File: src/gbn_pkg.sv
// Shared types and constants for the greedy box suppression block.
package gbn_pkg;

  // Default capacity of the box store.
  localparam int DefMaxBoxes = 64;

  // Reset value of the overlap threshold (about 0.7 in 1/65536 units).
  localparam logic [16:0] ThreshReset = 17'd45875;

  // One pixel in Q11.4.
  localparam logic signed [17:0] OnePixel = 18'sd16;

  // One stored box: nominal index, area and four corners.
  typedef struct packed {
    logic [5:0]         idx;
    logic [31:0]        area;
    logic signed [15:0] bottom;
    logic signed [15:0] right;
    logic signed [15:0] top;
    logic signed [15:0] left;
  } box_t;

  // Sequencer states.
  typedef enum logic [2:0] {
    ST_LOAD,
    ST_CHECK,
    ST_LOAD_A,
    ST_PUSH,
    ST_COMPARE,
    ST_DRAIN,
    ST_FLUSH
  } gbn_state_t;

endpackage

File: src/gbn_iou.sv
// Pipelined overlap test of the current box against one candidate box.
module gbn_iou
  import gbn_pkg::*;
#(
  parameter int AW = 6
) (
  input  logic          clk,
  input  logic          rst,
  input  box_t          box_a,
  input  box_t          box_b,
  input  logic          in_v,
  input  logic [AW-1:0] in_idx,
  input  logic [16:0]   thresh,
  output logic          busy,
  output logic          res_v,
  output logic [AW-1:0] res_idx,
  output logic          res_hit
);

  // Stage 0: intersection width and height.
  logic signed [17:0] lo_x, hi_x, lo_y, hi_y, span_x, span_y;
  logic [16:0]        w0, h0;
  logic [31:0]        ab0;
  logic [AW-1:0]      idx0;
  logic               v0;

  always_comb begin
    lo_x   = 18'(box_a.left > box_b.left ? box_a.left : box_b.left);
    hi_x   = 18'(box_a.right < box_b.right ? box_a.right : box_b.right);
    lo_y   = 18'(box_a.top > box_b.top ? box_a.top : box_b.top);
    hi_y   = 18'(box_a.bottom < box_b.bottom ? box_a.bottom : box_b.bottom);
    span_x = hi_x - lo_x + OnePixel;
    span_y = hi_y - lo_y + OnePixel;
  end

  always_ff @(posedge clk) begin
    w0   <= (span_x > 0) ? span_x[16:0] : '0;
    h0   <= (span_y > 0) ? span_y[16:0] : '0;
    ab0  <= box_b.area;
    idx0 <= in_idx;
  end

  // Stage 1: intersection area.
  logic [33:0]   inter1;
  logic [31:0]   ab1;
  logic [AW-1:0] idx1;
  logic          v1;

  always_ff @(posedge clk) begin
    inter1 <= w0 * h0;
    ab1    <= ab0;
    idx1   <= idx0;
  end

  // Stage 2: union area, signed.
  logic signed [35:0] uni2;
  logic [33:0]        inter2;
  logic [AW-1:0]      idx2;
  logic               v2;

  always_ff @(posedge clk) begin
    uni2   <= $signed({4'b0, box_a.area}) + $signed({4'b0, ab1})
              - $signed({2'b0, inter1});
    inter2 <= inter1;
    idx2   <= idx1;
  end

  // Stage 3: threshold times union, in two partial products.
  logic [33:0]   plo3;
  logic [32:0]   phi3;
  logic          pos3;
  logic [33:0]   inter3;
  logic [AW-1:0] idx3;
  logic          v3;

  always_ff @(posedge clk) begin
    plo3   <= thresh * uni2[16:0];
    phi3   <= thresh * uni2[32:17];
    pos3   <= (uni2 > 0);
    inter3 <= inter2;
    idx3   <= idx2;
  end

  // Stage 4: combine the partial products.
  logic [49:0]   prod4, lhs4;
  logic          pos4, nz4;
  logic [AW-1:0] idx4;
  logic          v4;

  always_ff @(posedge clk) begin
    prod4 <= {phi3, 17'b0} + {16'b0, plo3};
    lhs4  <= {inter3, 16'b0};
    pos4  <= pos3;
    nz4   <= (inter3 != '0);
    idx4  <= idx3;
  end

  // Stage valid bits.
  always_ff @(posedge clk) begin
    if (rst) begin
      v0 <= 1'b0;
      v1 <= 1'b0;
      v2 <= 1'b0;
      v3 <= 1'b0;
      v4 <= 1'b0;
    end else begin
      v0 <= in_v;
      v1 <= v0;
      v2 <= v1;
      v3 <= v2;
      v4 <= v3;
    end
  end

  // Decision: ratio test, or any overlap when the union is not positive.
  assign res_v   = v4;
  assign res_idx = idx4;
  assign res_hit = pos4 ? (lhs4 >= prod4) : nz4;
  assign busy    = v0 | v1 | v2 | v3 | v4;

endmodule

File: config.mk
export PLATFORM = sky130hd
export DESIGN_NAME = gbn_iou
export DESIGN_NICKNAME = d
export VERILOG_FILES = /design/src/gbn_pkg.sv /design/src/gbn_iou.sv
export SDC_FILE = /design/constraint.sdc
export NUM_CORES = 2
export LEC_CHECK = 0
export ABC_CLOCK_PERIOD_IN_PS = 6400
export BUFFER_PORTS_ARGS = -buffer_cell sky130_fd_sc_hd__buf_2
export CAP_MARGIN = 15
export CORE_MARGIN = 4
export CORE_UTILIZATION = 30
export CTS_CLUSTER_DIAMETER = 200
export DETAILED_ROUTE_END_ITERATION = 16
export HOLD_SLACK_MARGIN = 0.06
export PLACE_DENSITY = 0.54
export SLEW_MARGIN = 15
export SYNTH_ARGS = -nofsm -noshare
export SYNTH_HDL_FRONTEND = slang
export SYNTH_SLANG_ARGS = --single-unit
File: constraint.sdc
create_clock -name clk -period 6.4 [get_ports clk]
set_input_delay 0.32 -clock clk [delete_from_list [all_inputs] [get_ports clk]]
set_output_delay 0.32 -clock clk [all_outputs]
set_load 0.005 [all_outputs]
==> impl_metrics.env <==
export IMPL_fp_dieW_um=400
export IMPL_synth_edf_count=0
export IMPL_cts_buffers=51
export IMPL_status="completed"
export IMPL_r2r_cells=20
export IMPL_cts_tree="done"
export IMPL_drt_iter0_markers=1353
export IMPL_crit_type="reg2reg"
export IMPL_drv_slew=0
export IMPL_skew_ns=0.0338
export IMPL_route_vias_total=33814
export IMPL_cts_buffer_depth=3
export IMPL_syn_area_per_cell_um2=9.22
export IMPL_hp_class="in2reg"
export IMPL_r2r_start="w0[10]"
export IMPL_drc=0
export IMPL_cts_clk_slew_worst_paths_ns=0.06
export IMPL_via_per_inst=4.55
export IMPL_wl_um=118000
export IMPL_design_area_mm2=0.0530
export IMPL_crit_path_cell_trace="nand2_1 > fa_1 > fa_1 > fa_1 > inv_1 > fa_1 > fa_1 > inv_1 > fa_1 > inv_1 > ha_1 > and3_1 > nand3_1 > a211oi_1 > a21oi_1 > a211oi_1 > o31ai_1 > a21oi_1 > a21oi_1 > xnor2_1"
export IMPL_yosys_most_used_dff="dfxtp_1"
export IMPL_end_kind="flip-flop"
export IMPL_utilization_pct=34.8
export IMPL_reg2reg_slack_ns=0.26
export IMPL_worstPathRequired_ns=6.91
export IMPL_ios=239
export IMPL_placed_cell_area_mm2=0.0507
export IMPL_final_setup_worst_slack_ns=0.255
export IMPL_setup_viol=0
export IMPL_multi_input_area_mm2=0.0332
export IMPL_fin_nets=6813
export IMPL_post_place_ws_ns=0.00391
export IMPL_async_flop_share_pct=0
export IMPL_maxCapViolCount=0
export IMPL_drive_gt1_share_pct=11.2
export IMPL_syn_inst=5007
export IMPL_yosys_cell_types_count=81
export IMPL_clock_latency_ns=0.63
export IMPL_grt_ovfl_total=0
export IMPL_ys_warn_count=0
export IMPL_fill_cells=15812
export IMPL_grt_max_degree=33
export IMPL_drt_wirelength_per_cell_um=15.9
export IMPL_cts_setup_buffers=0
export IMPL_die_area_mm2=0.160
export IMPL_mostFrequentLayoutCells="inv_1, fa_1, nand2_1"
export IMPL_critPathCapture="inter1[31]"
export IMPL_rows=143
export IMPL_cts_sinks=424
export IMPL_cp_common_cell="fa_1"
export IMPL_ctsRootBufferMaster="clkbuf_16"
export IMPL_fmax_mhz=163
export IMPL_critPathBufInv=3
export IMPL_ys_seq_area_share_pct=18.4
export IMPL_maxSlewHeadroom_pct=31.9
export IMPL_yosys_register_bits=424
export IMPL_grtUsageTotal_pct=14.9
export IMPL_htree_levels=2
export IMPL_ant_nets=0
export IMPL_start_util_pct=30.3
export IMPL_crit_fanout=10
export IMPL_max_stage_delay_ns=0.65
export IMPL_worstSetupPathDepth=20
export IMPL_gp_congestion=0.871
export IMPL_syn_area_mm2=0.0462
export IMPL_rr_endpoint="inter1[31]"
export IMPL_finalHoldViolations=0
export IMPL_final_min_clock_period_ns=6.14
export IMPL_worst_pin_slew_ns=1.02
export IMPL_die_h_um=400
export IMPL_antenna_found_initial=12
export IMPL_final_common_cell="inv_1"
export IMPL_grt_pass1_vias=35736
export IMPL_hpwl_um=101000
export IMPL_syn_nets=6460
export IMPL_cp_top_family="adder cells"
export IMPL_io_buffers=226
export IMPL_area_growth_syn_to_layout_pct=14.9
export IMPL_first_pass_iters=5
export IMPL_slowest_stage="dfxtp_1"
export IMPL_min_period_over_period_pct=96.0
export IMPL_grt_pass1_wl_um=193000
export IMPL_fp_coreArea_mm2=0.152
export IMPL_start_kind="flip-flop"
export IMPL_cp_startpoint="w0[10]"
export IMPL_seqCellArea_mm2=0.00852
export IMPL_worst_endpoint_arrival_ns=6.65
==> registers in the layout (all words and copies together) (netlist names), 17 cells and up <==
name and count:
ab1 32, lhs4 34, w0 17, prod4 50
inter3 34, ab0 32, inter1 34, plo3 34
uni2 35, h0 17, inter2 34, phi3 33
==> metrics by stage <==
stage / hold slack (ns) / instances / TNS [ns]
after floorplan: 0.310 / 5007 / 0
after global routing: 0.251 / 7434 / -0.0225
after detailed placement: 0.312 / 7295 / 0
final: 0.215 / 7436 / 0
after global placement: 0.310 / 7295 / 0
after CTS: 0.166 / 7433 / 0
==> layout make-up <==
type | count | share of cell area (%)
multi-input combinational | 3381 | 62.5
tap | 2030 | 4.79
timing repair buffer | 463 | 5.76
clock inverter | 35 | 0.854
clock buffer | 61 | 2.63
antenna | 3 | 0.0142
sequential | 424 | 16.1
inverter | 1039 | 7.35
==> kinds of logic (layout without fill, tap and decap cells) <==
kind of cell / after synthesis / count (layout) / synth area share [%]
buffers and inverters: 1202 / 1598 / 9.82
muxes: 36 / 36 / 0.837
other: 0 / 3 / 0
adders and majority gates: 1223 / 1223 / 44.4
and+or+nand+nor: 1345 / 1345 / 14.2
AOI/OAI and AO/OA: 614 / 614 / 9.25
DFF: 424 / 424 / 18.4
xor gates and xnor gates: 163 / 163 / 3.09
==> Yosys cell counts, types with 22 or more instances <==
cell type,n,area (um^2)
inv_1,1039,3900
fa_1,691,13800
nand2_1,552,2070
ha_1,532,6660
dfxtp_1,424,8490
and2_1,400,2500
a21oi_1,167,836
nor2_1,159,597
clkbuf_1,152,571
xnor2_1,111,972
a21o_1,92,691
o21ai_0,85,425
xor2_1,52,455
a221oi_1,46,403
nand3_1,41,205
nor2b_1,33,206
nor3_1,31,155
nand4_1,30,188
o21a_1,30,225
and3_1,23,144
nor4_1,22,138
==> how the worst min path moves through the flow <==
stage	startpoint	endpoint	cells past startpoint
after CTS	box_b[48]	h0[0]	4
after floorplan	ab0[0]	ab1[0]	0
after global routing	thresh[0]	plo3[0]	3
after detailed placement	idx0[5]	idx1[5]	0
final	box_b[48]	h0[0]	4
after global placement	idx3[3]	res_idx[3]	0
==> timing repair <==
| action | in CTS | in global routing |
|---|---|---|
| hold buffers | 42 | 0 |
| endpoints found under the setup margin | 2 | 16 |
| resized for setup | 1 | 27 |
| gates cloned | 0 | 0 |
| pin swaps | 0 | 1 |
| hold endpoints to repair | 44 | 0 |
==> per-layer routing <==
layer  up-vias  GRT usage [%]  part of all wire, %  routed length [um]
li1      16383              -                    -                   -
met4        10           3.00                  2.0                2310
met1     16663           19.5                   45               53500
met2       625           25.8                   48               57300
met5         -              0                0.052                  62
met3       133           2.39                  4.4                5160
==> worst reg2reg max path: cells and delay by family (launching register included) <==
kind	cells	cell delay, ns
xor gates and xnor gates	1	0.14
buffers and inverters	3	0.15
adders and majority gates	7	3.38
and+or+nand+nor	3	0.43
DFF	1	0.65
AOI/OAI and AO/OA	6	1.29
Power is left out: the tool's default activity adds up to more than one toggle a clock period on the data nets, which glitch-free logic cannot reach.
